## config.mk

```make
export PLATFORM = sky130hd
export DESIGN_NAME = sdst_engine
export DESIGN_NICKNAME = d
export VERILOG_FILES = /design/src/hdl/sdst_pkg.sv /design/src/hdl/sdst_engine.sv
export SDC_FILE = /design/constraint.sdc
export NUM_CORES = 1
export LEC_CHECK = 0
export ABC_AREA = 1
export BUFFER_PORTS_ARGS = -buffer_cell sky130_fd_sc_hd__buf_2
export CAP_MARGIN = 20
export CORE_MARGIN = 10
export CORE_UTILIZATION = 40
export CTS_BUF_LIST = sky130_fd_sc_hd__clkbuf_16
export DETAILED_ROUTE_END_ITERATION = 16
export PLACE_DENSITY = 0.6
export SYNTH_ARGS = -nofsm -noshare
export SYNTH_HDL_FRONTEND = slang
export SYNTH_SLANG_ARGS = --single-unit
export TNS_END_PERCENT = 100
```

## constraint.sdc

```tcl
create_clock -name clk -period 5.6 [get_ports clk]
set_clock_uncertainty 0.05 [all_clocks]
set_input_delay 0.28 -clock clk [delete_from_list [all_inputs] [get_ports clk]]
set_output_delay 0.28 -clock clk [all_outputs]
set_load 0.02 [all_outputs]
```

## src/hdl/sdst_pkg.sv

```systemverilog
package sdst_pkg;

  localparam int QUEUE_DEPTH_DEF = 2048;
  localparam int BLK_LEN         = 512;

  localparam logic [5:0] CMD_GO_IDLE    = 6'd0;
  localparam logic [5:0] CMD_SEND_IF    = 6'd8;
  localparam logic [5:0] CMD_STOP       = 6'd12;
  localparam logic [5:0] CMD_SET_BLKLEN = 6'd16;
  localparam logic [5:0] CMD_READ_ONE   = 6'd17;
  localparam logic [5:0] CMD_READ_MULTI = 6'd18;
  localparam logic [5:0] CMD_APP_OP     = 6'd41;
  localparam logic [5:0] CMD_APP        = 6'd55;
  localparam logic [5:0] CMD_READ_OCR   = 6'd58;

  typedef struct packed {
    logic       valid;
    logic [7:0] data;
  } q_push_t;

  typedef struct packed {
    logic       empty;
    logic [7:0] head_byte;
  } q_stat_t;

  typedef struct packed {
    logic        miso;
    logic        fetch_request;
    logic [31:0] fetch_block;
  } res_t;

endpackage

```

## src/hdl/sdst_engine.sv

```systemverilog
module sdst_engine (
  input  logic              clk,
  input  logic              rst_n,
  input  logic              item_go,
  input  logic              zfill_go,
  input  logic              op,
  input  logic              cs_n,
  input  logic              sclk,
  input  logic              mosi,
  input  logic [7:0]        data_byte,
  input  sdst_pkg::q_stat_t qstat,
  output sdst_pkg::q_push_t push,
  output logic              pop,
  output sdst_pkg::res_t    res,
  output logic              busy,
  output logic              fill_pending
);
  import sdst_pkg::*;

  localparam int FILL_W = $clog2(BLK_LEN + 1);
  localparam int BLK_SH = $clog2(BLK_LEN);

  localparam logic [7:0] R1_READY  = 8'h00;
  localparam logic [7:0] R1_IDLE   = 8'h01;
  localparam logic [7:0] R1_ILLEGAL = 8'h04;
  localparam logic [7:0] TOKEN     = 8'hFE;
  localparam logic [7:0] IDLE_BYTE = 8'hFF;
  localparam logic [7:0] CHECK_PAT = 8'hAA;
  localparam logic [7:0] OCR_CCS   = 8'h40;
  localparam logic [7:0] POLL_STOP = 8'h4C;

  logic              selected_r, selected_nxt;
  logic              last_sclk_r, last_sclk_nxt;
  logic [2:0]        frame_count_r, frame_count_nxt;
  logic [7:0]        fb_r [0:4];
  logic [7:0]        fb_nxt [0:4];
  logic [7:0]        rx_shift_r, rx_shift_nxt;
  logic [2:0]        rx_count_r, rx_count_nxt;
  logic [7:0]        tx_shift_r, tx_shift_nxt;
  logic [3:0]        tx_index_r, tx_index_nxt;
  logic              tx_valid_r, tx_valid_nxt;
  logic              app_r, app_nxt;
  logic              ready_r, ready_nxt;
  logic              baddr_r, baddr_nxt;
  logic              poll_r, poll_nxt;
  logic              multi_r, multi_nxt;
  logic [31:0]       next_block_r, next_block_nxt;
  logic [FILL_W-1:0] fill_r, fill_nxt;
  logic              miso_r, miso_nxt;
  logic [7:0]        pbuf_r [0:3];
  logic [7:0]        pbuf_nxt [0:3];
  logic [2:0]        pcnt_r, pcnt_nxt;

  logic [7:0]  plist [0:4];
  logic [2:0]  pn;
  logic        req;
  logic [31:0] req_blk;
  logic [7:0]  rb;
  logic [3:0]  rx_inc;
  logic        do_frame;
  logic [31:0] arg, blk_of;
  logic        fill_go;
  logic [7:0]  fill_val;

  assign fill_go  = zfill_go || (item_go && op);
  assign fill_val = zfill_go ? 8'h00 : data_byte;

  always_comb begin
    selected_nxt    = selected_r;
    last_sclk_nxt   = last_sclk_r;
    frame_count_nxt = frame_count_r;
    for (int i = 0; i < 5; i++) fb_nxt[i] = fb_r[i];
    rx_shift_nxt    = rx_shift_r;
    rx_count_nxt    = rx_count_r;
    tx_shift_nxt    = tx_shift_r;
    tx_index_nxt    = tx_index_r;
    tx_valid_nxt    = tx_valid_r;
    app_nxt         = app_r;
    ready_nxt       = ready_r;
    baddr_nxt       = baddr_r;
    poll_nxt        = poll_r;
    multi_nxt       = multi_r;
    next_block_nxt  = next_block_r;
    fill_nxt        = fill_r;
    miso_nxt        = miso_r;
    for (int i = 0; i < 5; i++) plist[i] = 8'h00;
    pn       = 3'd0;
    req      = 1'b0;
    req_blk  = 32'd0;
    pop      = 1'b0;
    rb       = 8'h00;
    rx_inc   = 4'd0;
    do_frame = 1'b0;
    arg      = 32'd0;
    blk_of   = 32'd0;

    if (fill_go) begin
      if (fill_r != '0) begin
        plist[pn] = fill_val; pn = pn + 3'd1;
        fill_nxt = fill_r - 1'b1;
        if (fill_nxt == '0) begin
          plist[pn] = IDLE_BYTE; pn = pn + 3'd1;
          plist[pn] = IDLE_BYTE; pn = pn + 3'd1;
        end
      end
    end else if (item_go) begin
      if (cs_n) begin
        if (selected_r) begin
          selected_nxt = 1'b0; frame_count_nxt = 3'd0; rx_shift_nxt = 8'h00;
          rx_count_nxt = 3'd0; poll_nxt = 1'b0; tx_valid_nxt = 1'b0;
          tx_index_nxt = 4'd0; multi_nxt = 1'b0;
        end
        miso_nxt = 1'b1;
      end else begin
        if (!selected_r) begin
          frame_count_nxt = 3'd0; rx_shift_nxt = 8'h00; rx_count_nxt = 3'd0;
          poll_nxt = 1'b0; tx_valid_nxt = 1'b0; tx_index_nxt = 4'd0;
          miso_nxt = 1'b1;
        end
        selected_nxt = 1'b1;
        if (!sclk) begin
          if (!tx_valid_nxt || tx_index_nxt >= 4'd8) begin
            pop = !qstat.empty;
            tx_shift_nxt = qstat.empty ? IDLE_BYTE : qstat.head_byte;
            tx_valid_nxt = 1'b1;
            tx_index_nxt = 4'd0;
          end
          miso_nxt = tx_shift_nxt[3'd7 - tx_index_nxt[2:0]];
        end else if (!last_sclk_r) begin
          rb = {rx_shift_nxt[6:0], mosi};
          rx_inc = {1'b0, rx_count_nxt} + 4'd1;
          rx_shift_nxt = rb;
          rx_count_nxt = rx_inc[2:0];
          if (tx_valid_nxt && tx_index_nxt < 4'd8) begin
            tx_index_nxt = tx_index_nxt + 4'd1;
            if (tx_index_nxt >= 4'd8) tx_valid_nxt = 1'b0;
          end
          if (rx_inc[3]) begin
            rx_shift_nxt = 8'h00;
            rx_count_nxt = 3'd0;
            do_frame = 1'b1;
            // An idle byte on an empty queue during a multi-block read polls
            // for the next block; the byte after it starts the block unless it is 4C, which opens a command frame.
            if (multi_r && qstat.empty && frame_count_nxt == 3'd0) begin
              if (poll_nxt) begin
                poll_nxt = 1'b0;
                if (rb == POLL_STOP) begin
                  fb_nxt[0] = rb; frame_count_nxt = 3'd1; do_frame = 1'b0;
                end else begin
                  plist[pn] = TOKEN; pn = pn + 3'd1;
                  fill_nxt = FILL_W'(BLK_LEN);
                  req = 1'b1; req_blk = next_block_r;
                  next_block_nxt = next_block_r + 32'd1;
                  if (rb == IDLE_BYTE) do_frame = 1'b0;
                end
              end else if (rb == IDLE_BYTE) begin
                poll_nxt = 1'b1; do_frame = 1'b0;
              end
            end
            if (do_frame) begin
              if (frame_count_nxt == 3'd0) begin
                if (rb[7:6] == 2'b01) begin
                  fb_nxt[0] = rb; frame_count_nxt = 3'd1;
                end
              end else if (frame_count_nxt < 3'd5) begin
                fb_nxt[frame_count_nxt] = rb;
                frame_count_nxt = frame_count_nxt + 3'd1;
              end else begin
                frame_count_nxt = 3'd0;
                arg = {fb_nxt[1], fb_nxt[2], fb_nxt[3], fb_nxt[4]};
                blk_of = baddr_r ? arg : (arg >> BLK_SH);
                unique case (fb_nxt[0][5:0])
                  CMD_GO_IDLE: begin
                    app_nxt = 1'b0; ready_nxt = 1'b0; multi_nxt = 1'b0;
                    plist[0] = R1_IDLE; pn = 3'd1;
                  end
                  CMD_SEND_IF: begin
                    plist[0] = R1_IDLE; plist[1] = 8'h00; plist[2] = 8'h00;
                    plist[3] = R1_IDLE; plist[4] = CHECK_PAT; pn = 3'd5;
                  end
                  CMD_STOP: begin
                    multi_nxt = 1'b0; poll_nxt = 1'b0;
                    plist[0] = IDLE_BYTE; plist[1] = R1_READY; pn = 3'd2;
                  end
                  CMD_SET_BLKLEN: begin
                    plist[0] = R1_READY; pn = 3'd1;
                  end
                  CMD_READ_ONE: begin
                    plist[0] = R1_READY; plist[1] = TOKEN; pn = 3'd2;
                    fill_nxt = FILL_W'(BLK_LEN);
                    req = 1'b1; req_blk = blk_of;
                  end
                  CMD_READ_MULTI: begin
                    multi_nxt = 1'b1; poll_nxt = 1'b0;
                    plist[0] = R1_READY; plist[1] = TOKEN; pn = 3'd2;
                    fill_nxt = FILL_W'(BLK_LEN);
                    req = 1'b1; req_blk = blk_of;
                    next_block_nxt = blk_of + 32'd1;
                  end
                  CMD_APP: begin
                    app_nxt = 1'b1;
                    plist[0] = ready_r ? R1_READY : R1_IDLE; pn = 3'd1;
                  end
                  CMD_READ_OCR: begin
                    baddr_nxt = 1'b1;
                    plist[0] = R1_READY; plist[1] = OCR_CCS; plist[2] = 8'h00;
                    plist[3] = 8'h00; plist[4] = 8'h00; pn = 3'd5;
                  end
                  CMD_APP_OP: begin
                    if (app_r) begin
                      ready_nxt = 1'b1; app_nxt = 1'b0;
                      plist[0] = R1_READY;
                    end else begin
                      plist[0] = R1_ILLEGAL;
                    end
                    pn = 3'd1;
                  end
                  default: begin
                    plist[0] = R1_ILLEGAL; pn = 3'd1;
                  end
                endcase
              end
            end
          end
        end
        last_sclk_nxt = sclk;
      end
    end
  end

  // Response bytes go to the queue one per cycle; the rest wait here.
  always_comb begin
    for (int i = 0; i < 4; i++) pbuf_nxt[i] = pbuf_r[i];
    pcnt_nxt   = pcnt_r;
    push.valid = 1'b0;
    push.data  = 8'h00;
    if (pcnt_r != 3'd0) begin
      push.valid = 1'b1;
      push.data  = pbuf_r[0];
      pbuf_nxt[0] = pbuf_r[1];
      pbuf_nxt[1] = pbuf_r[2];
      pbuf_nxt[2] = pbuf_r[3];
      pcnt_nxt    = pcnt_r - 3'd1;
    end else if (pn != 3'd0) begin
      push.valid = 1'b1;
      push.data  = plist[0];
      for (int i = 0; i < 4; i++) pbuf_nxt[i] = plist[i+1];
      pcnt_nxt = pn - 3'd1;
    end
  end

  always_ff @(posedge clk) begin
    if (!rst_n) begin
      selected_r    <= 1'b0;
      last_sclk_r   <= 1'b0;
      frame_count_r <= 3'd0;
      rx_shift_r    <= 8'h00;
      rx_count_r    <= 3'd0;
      tx_shift_r    <= 8'h00;
      tx_index_r    <= 4'd0;
      tx_valid_r    <= 1'b0;
      app_r         <= 1'b0;
      ready_r       <= 1'b0;
      baddr_r       <= 1'b0;
      poll_r        <= 1'b0;
      multi_r       <= 1'b0;
      next_block_r  <= 32'd0;
      fill_r        <= '0;
      miso_r        <= 1'b1;
      pcnt_r        <= 3'd0;
    end else begin
      selected_r    <= selected_nxt;
      last_sclk_r   <= last_sclk_nxt;
      frame_count_r <= frame_count_nxt;
      rx_shift_r    <= rx_shift_nxt;
      rx_count_r    <= rx_count_nxt;
      tx_shift_r    <= tx_shift_nxt;
      tx_index_r    <= tx_index_nxt;
      tx_valid_r    <= tx_valid_nxt;
      app_r         <= app_nxt;
      ready_r       <= ready_nxt;
      baddr_r       <= baddr_nxt;
      poll_r        <= poll_nxt;
      multi_r       <= multi_nxt;
      next_block_r  <= next_block_nxt;
      fill_r        <= fill_nxt;
      miso_r        <= miso_nxt;
      pcnt_r        <= pcnt_nxt;
    end
  end

  always_ff @(posedge clk) begin
    for (int i = 0; i < 5; i++) fb_r[i] <= fb_nxt[i];
    for (int i = 0; i < 4; i++) pbuf_r[i] <= pbuf_nxt[i];
  end

  assign res.miso          = miso_nxt;
  assign res.fetch_request = req;
  assign res.fetch_block   = req_blk;
  assign busy              = (pcnt_r != 3'd0);
  assign fill_pending      = (fill_r != '0);

endmodule

```

==> metrics.txt, run 1 <==
global-route wire length before repair around 43000 um; initial antenna violation count 0; Power Dens Cells between 200 and 300 mW/mm^2; Die Span X roughly 170 um; maxcap violations 0; Crit-path slowest cell dfxtp_1; Post-Syn Area just over 0.009 sq mm; Post-CTS Setup Inserts 0; Worst IR Drop VDD roughly 0.18 mV; gr usage total between 15 and 20%; yosys warns 0; largest net degree at the start of global routing 60; Avg Inst Size Synth 6.750 sq um; Clock Sinks 127; Critical Path Sink Type output pin; Cells after Synth 1348; Reg-to-Reg End pcnt_r[2]; outcome complete, no violations; CTS clk-pin slew, worst paths approximately 0.060 ns; WS Path Type reg -> out; crit-path cells nand2_1 > nor3_4 > nand2_4 > nand3_1 > nand2_1 > nand2_2 > inv_2 > nand2_2 > nand3_1 > nand2_1 > nand2_2 > nand4_2 > buf_2; FF-to-FF path depth 18; CP startpoint kind flop; DP HPWL just over 20000 um; Synth cell types 52; clk_lat worst skew 0.43 ns; Bufs and invs on worst path 2; H-tree levels 4; worst min-delay path category in -> reg; final number of hold-violating endpoints 0; setup TNS after final layout 0 ns; Post-Syn Nets 1384; Initial Util about 40%; Slew Limit Fails 0; Slew HR between 20 and 30%; via count roughly 8.9k; worst-path fanout max 50; PortBufs 70; CP required around 5.3 ns; number of synthesized register bits ~130; num rows between 50 and 60; DR pass1 iterations 5; gpl congestion 0.9364; Final setup viols 0; drt drc 0; sequential area share after synthesis 33.22%; CTS root buf clkbuf_16; hold path start mosi; layout cell share with drive strength beyond 1 12.65%; Core Region 0.02250 sq mm; ANT nets after route 0; number of flops mapped to enable cells by yosys 48; worst hold endpoint fb_r[0][24]; CP arrival approximately 3.8 ns; Async S/R FF share, synth 0%; Fmax roughly 0.24 GHz; Die Y 170.8 um; fin crit period around 4.1 ns; total CTS buffers 17; remaining global-route overflow 0; routed wire length 27350 um; DR WL/cell between 15 and 20 um; family with the most delay on the worst path simple AND/OR/NAND/NOR gates; WHS Path Cells 1; # diodes 0; reg2reg start selected_r; RSZ-0062 raised after global routing false; drt initial violations between 700 and 800; num ports a little over 70; Top FF cell, synth dfxtp_1; FILL cells roughly 2.3k; Tightest Pin Transition roughly 1.0 ns; Bufs on Longest Clock Path 2; CTS resizes 0; CP peak stage delay around 0.72 ns; non-filler cells, final 1692; vias in the first global route 8338; Syn-to-layout area delta 11.76%; Post-CTS Hold Fix Bufs 0; Layout Nets 1430; final period utilization between 70 and 80%; R2R Setup Slk 1.92 ns; Post-Place Cells between 1.5k and 2k; vias per cell 5.288; die area between 0.02 and 0.03 sq mm; CTS tree yes; Pleak around 0.0042 uW
-- worst max path at each step --
stage                from          end  slack, ns  cells past startpoint
3_5_place_dp   selected_r      push[8]       1.86                     13
4_1_cts        selected_r      push[8]       1.43                     13
2_1_floorplan  selected_r  fb_r[0][10]       2.68                     13
3_3_place_gp   selected_r      push[8]       1.95                     13
5_1_grt        selected_r      push[8]       1.08                     13
6_report       selected_r      push[8]       1.47                     13
-- cell usage after synthesis, types with 2 or more instances --
cell	n	share of area [%]
nor3b_2	2	0.27
nand2_2	15	1.0
xor2_1	38	3.7
a21oi_1	126	6.9
nor2_4	10	1.2
o31ai_1	2	0.16
a31oi_1	2	0.14
o21ai_0	108	5.9
buf_6	5	0.62
nor2_2	8	0.55
o221ai_1	4	0.38
dfxtp_1	79	17
buf_4	5	0.41
nor4_1	6	0.41
nor2_1	122	5.0
o22ai_1	6	0.41
clkbuf_1	26	1.1
xnor2_1	9	0.87
o21ai_1	26	1.4
inv_1	166	6.8
nor3_1	25	1.4
nand3_1	81	4.5
edfxtp_1	48	16
inv_2	11	0.45
nand4_1	17	1.2
nand2_1	309	13
clkinv_1	2	0.083
a32oi_1	3	0.29
o21a_1	3	0.25
o211ai_1	27	2.2
nand3b_1	2	0.16
buf_2	14	0.77
nor3_2	3	0.33
ha_1	11	1.5
nand2_4	5	0.62
nand3_2	6	0.66
-- worst reg2reg max path, stage by stage, from the launching register on --
cell and delay [ns]:
dfxtp_1 0.72, nand2_1 0.24, nor3_4 0.41, nand2_4 0.21
nand3_1 0.14, nand2_1 0.07, nand2_2 0.11, inv_2 0.06
nand2_2 0.60, nand3_1 0.14, nand2_1 0.11, nand2_2 0.08
nand2_1 0.07, nand2_1 0.05, nand2_1 0.07, inv_1 0.05
ha_1 0.18, xor2_1 0.15, nor2_1 0.06
-- through the flow --
stage	hold slack (ns)	worst slack [ns]	area, sq um	utilization [%]	power (uW)
floorplan	0.3289	2.675	9099	-	1593
global placement	0.4073	1.949	9597	42.65	1761
detailed placement	0.4090	1.856	9597	42.65	1766
CTS	0.1828	1.426	10170	45.19	2856
global route	0.1853	1.079	10170	45.19	3000
finish	0.1940	1.466	10170	45.19	2826
-- cell usage in the layout, fill, tap and decap left out, drive strengths merged, types with 2 or more instances in the layout --
cell      Yosys  layout
a21oi       128     128
nor3         29      29
o22ai         6       6
nor3b         2       2
nor4          6       6
clkinv        2       7
edfxtp       48      48
bufinv        0       2
clkbuf       26      17
xor2         38      38
xnor2         9       9
o21ai       134     134
o211ai       27      27
buf          26      79
o221ai        4       4
clkinvlp      0       5
o21a          3       3
nand3        88      88
o31ai         3       3
a32oi         3       3
nand3b        2       2
a31oi         2       2
dfxtp        79      79
ha           11      11
nand2       329     329
inv         177     180
nand4        18      18
nor2        141     141
-- routing by layer --
metal | track usage, % | wire [um] | part of all wire (%)
met5 | 0 | 0 | 0
met4 | 5.898 | 578 | 2.1
met3 | 3.525 | 1316 | 4.8
met2 | 30.60 | 12930 | 47
met1 | 23.86 | 12530 | 46
-- sequential cells by signal, indices dropped and copies added (netlist names), 3 cells and up --
name	count
fb_r	38
fill_r	10
frame_count_r	3
next_block_r	32
pbuf_r	10
pcnt_r	3
rx_count_r	3
rx_shift_r	7
tx_index_r	4
tx_shift_r	8
-- final cells by class --
cell class                 count  area, sq um  share of cell area (%)
multi-input combinational    990         5127                   50.42
sequential                   127         3023                   29.73
inverter                     179        671.9                   6.608
clock buffer                  17        425.4                   4.184
timing repair buffer          79        417.9                   4.110
tap                          285        356.6                   3.507
clock inverter                15        146.4                   1.440
-- where the power goes --
group	total [uW]	switching, uW	internal (uW)
combinational	663	449	214
sequential	1080	38.0	1040
clock	1080	430	651
-- cells by family (layout without fill, tap and decap cells) --
| kind of cell | Yosys count | in the layout | synth area share (%) |
|---|---|---|---|
| adder cells (fa/ha/maj) | 11 | 11 | 1.513 |
| AND/OR/NAND/NOR | 617 | 617 | 30.93 |
| flip-flops | 127 | 127 | 33.22 |
| AO/OA/AOI/OAI | 315 | 315 | 19.35 |
| buffers and inverters | 231 | 290 | 10.46 |
| XOR/XNOR | 47 | 47 | 4.524 |
Power figures use the tool's default switching activity.
==> inputs of run 2 (changes only) <==
Settings changed: ABC_AREA 1 to 0, PLACE_DENSITY 0.6 to 0.62.
Clock period 5.6 ns to 3.5 ns, I/O delays scaled along.
==> run 2 against run 1 <==
Against the previous run: count of clock-buffer cells in the layout unchanged; sequential share of layout area increased by 1.0 points; wire length increased by 6.1%; global-route usage increased by 1.5 points; critical path depth decreased by 4; utilization increased by 1.6 points; flip-flop and latch count unchanged; largest power group is now clock; highest routed layer unchanged.
==> metrics.txt, run 2 <==
total CTS buffers 17 (unchanged); Post-CTS Setup Inserts 0 (unchanged); num ports 71 (unchanged); initial antenna violation count 0 (unchanged); Critical Path Sink Type output pin; Logic pwr share 22.5% (-1.0 points); CP peak stage delay 0.50 ns (-0.22 ns); cell area after placement 0.009233 sq mm (-3.8%); drt initial violations 869 (+18%); worst slack, placed 0.2571 ns (-1.599 ns); CP required 3.27 ns (-2.00 ns); H-tree levels 4 (unchanged); max reg flops 38 (unchanged); Reg with most FFs fb_r; Synth area leaders dfxtp_1 (18%), edfxtp_1 (17%), nand2_1 (4.8%); clk_lat worst skew 0.43 ns (about the same); Pleak 0.003459 uW (-17%); commonest non-fill, non-tap cell in the layout nor2_1; Bufs on Longest Clock Path 2 (unchanged); number of synthesized register bits 127 (unchanged); PortBufs 70 (unchanged); top cells by count, synth nand2_1 (109), nor2_1 (109), dfxtp_1 (79), a21oi_1 (72), clkbuf_1 (65); # diodes 0 (unchanged); sequential power share 38.7% (+0.4 points); Synth cell types 84 (+62%); CTS root buf clkbuf_16; Multi-input gate area 0.005151 sq mm (+0.46%); fin crit period between 3 and 4 ns; gr usage total 19.99% (+1.5 points); Async S/R FF share, synth 0% (unchanged); Worst Hold Slack 0.004435 ns (-0.1895 ns); sequential area share after synthesis 35.27% (+2.0 points); Final setup viols 0 (unchanged); WS Path Type reg -> out; area share of the largest cell type after synthesis 18.45% (+1.1 points); CP startpoint kind flop; most frequent cells in the layout nor2_1 (109), nand2_1 (108), dfxtp_1 (78), a21oi_1 (72), buf_2 (70); vias per cell 6.275 (+19%); Psw 1419 uW (+55%); CTS tree yes; Crit-path slowest cell or3b_2; Clk pwr share 38.8% (+0.5 points); Finished Cell Area 0.009829 sq mm (-3.3%); Bufs and invs on worst path 2 (unchanged); layout cell share with drive strength beyond 1 16.25% (+3.6 points); Cells after Synth 1054 (-22%); via count 8716 (-2.6%); Die Span X 166.4 um (-2.6%); drt drc 0 (unchanged); worst min-delay path category in -> reg; register area 0.003024 sq mm (about the same); CTS clk-pin slew, worst paths 0.06 ns (about the same); family with the most delay on the worst path simple AND/OR/NAND/NOR gates; num rows 53 (-3.6%); Layout Nets 1137 (-20%); largest net degree at the start of global routing 69 (+15%); setup TNS after final layout 0 ns (unchanged); Post-Place Cells 1356 (-18%); Slew Limit Fails 0 (unchanged); FILL cells 2041 (-13%); DR pass1 iterations 6 (+1); Avg Inst Size Synth 8.132 sq um (+20%); Power Dens Cells 465.5 mW/mm^2 (+68%); Worst IR Drop VDD 0.3082 mV (+71%); non-filler cells, final 1389 (-18%); gpl congestion 0.9425 (+0.65%); Clock Sinks 127 (unchanged); Fmax roughly 0.3 GHz; routed wire length 29010 um (+6.1%); outcome complete, no violations; largest registers fb_r (38), next_block_r (32); Tightest Pin Transition 0.7844 ns (-0.2640 ns); maxcap violations 0 (unchanged); CP arrival 3.10 ns (-0.70 ns); Initial Util 40.77% (+0.34 points); yosys warns 0 (unchanged); DR WL/cell 20.89 um (+29%); Slew HR 47.71% (+18 points); Sw Share 31.02% (-1.4 points); setup ws final 0.1715 ns (-1.294 ns); DP HPWL 21170 um (+4.9%); final period utilization between 90% and 100%; crit-path cells inv_1 > ha_1 > or3b_2 > or2_2 > o31ai_4 > o221ai_1 > nor3b_2 > nand2_2 > buf_2; largest area contributor in the netlist dfxtp_1; Die Y 166.4 um (-2.6%); worst-path fanout max 10 (-80%); final number of hold-violating endpoints 0 (unchanged); vias in the first global route 8295 (-0.52%); global-route wire length before repair 45500 um (+4.7%); Core Region 0.02102 sq mm (-6.6%); remaining global-route overflow 0 (unchanged); Top FF cell, synth dfxtp_1; die area 0.02768 sq mm (-5.1%); number of flops mapped to enable cells by yosys 48 (unchanged); P_int 3156 uW (+65%); Post-Syn Nets 1090 (-21%); Post-Syn Area 0.008571 sq mm (-5.8%); Syn-to-layout area delta 14.69%; ANT nets after route 0 (unchanged)
## run 2: cell count changes in the layout (fill, tap and decap cells not counted), moves of 27 or more
cell | before | now
xor2_1 | 38 | 11
inv_1 | 167 | 25
nand3_1 | 81 | 42
a21oi_1 | 126 | 72
a31oi_1 | 2 | 31
o21ai_0 | 107 | 48
nand2_1 | 309 | 108
## run 2: cells by family (layout without fill, tap and decap cells)
group           count (synthesis)  after routing  share of synthesized area (%)
simple gates                  452            452                          27.20
mux                            37             37                          4.730
buf+inv                       102            162                          4.847
compound gates                300            300                          23.80
fa+ha+maj                      11             11                          1.606
flops                         127            127                          35.27
xor+xnor                       25             25                          2.555
## run 2: tightest hold or removal path: stages
cell and delay (ns):
buf_2 0.09, nor2_1 0.09, a211oi_1 0.08
## run 2: worst paths after layout
check	startpoint	end	slack (ns)	depth (start not counted)
min	qstat[0]	tx_shift_r[0]	0.004	3
min reg2reg	pcnt_r[0]	pcnt_r[0]	0.41	1
max	fill_r[0]	push[8]	0.17	9
max reg2reg	rx_shift_r[0]	fb_r[0][24]	0.20	9
## run 2: metal layers
metal,share of wire (%),track usage (%),vias to the layer above
met5,0,0,-
met4,3.4,8.706,0
met3,7.3,3.786,60
met2,45,31.73,423
met1,44,25.86,4153
li1,-,-,4080
## run 2: final cells by class
cell class | instances | area share (%)
clock buffer | 17 | 4.328
clock inverter | 15 | 1.617
inverter | 24 | 0.9165
multi-input combinational | 825 | 52.41
sequential | 127 | 30.77
tap | 275 | 3.501
timing repair buffer | 106 | 6.466
## run 2: timing repair
action	in CTS	in global routing
endpoints found under the hold margin	1	0
gates resized for setup	0	1
hold buffers	1	0
setup endpoints to repair	0	1
## run 2: per-stage QoR
stage               utilization (%)  total power (uW)
floorplan                         -              2525
global placement              43.92              2820
detailed placement            43.92              2832
CTS                           46.75              4597
global route                  46.76              4798
finish                        46.76              4576
## run 2: power by group through the flow
stage | Clock (uW) | Sequential, uW | Combinational (uW)
6_report | 1780 | 1770 | 1030
5_1_grt | 1870 | 1790 | 1140
4_1_cts | 1790 | 1770 | 1040
3_5_place_dp | 0 | 1800 | 1030
3_3_place_gp | 0 | 1800 | 1020
2_1_floorplan | 0 | 1770 | 750
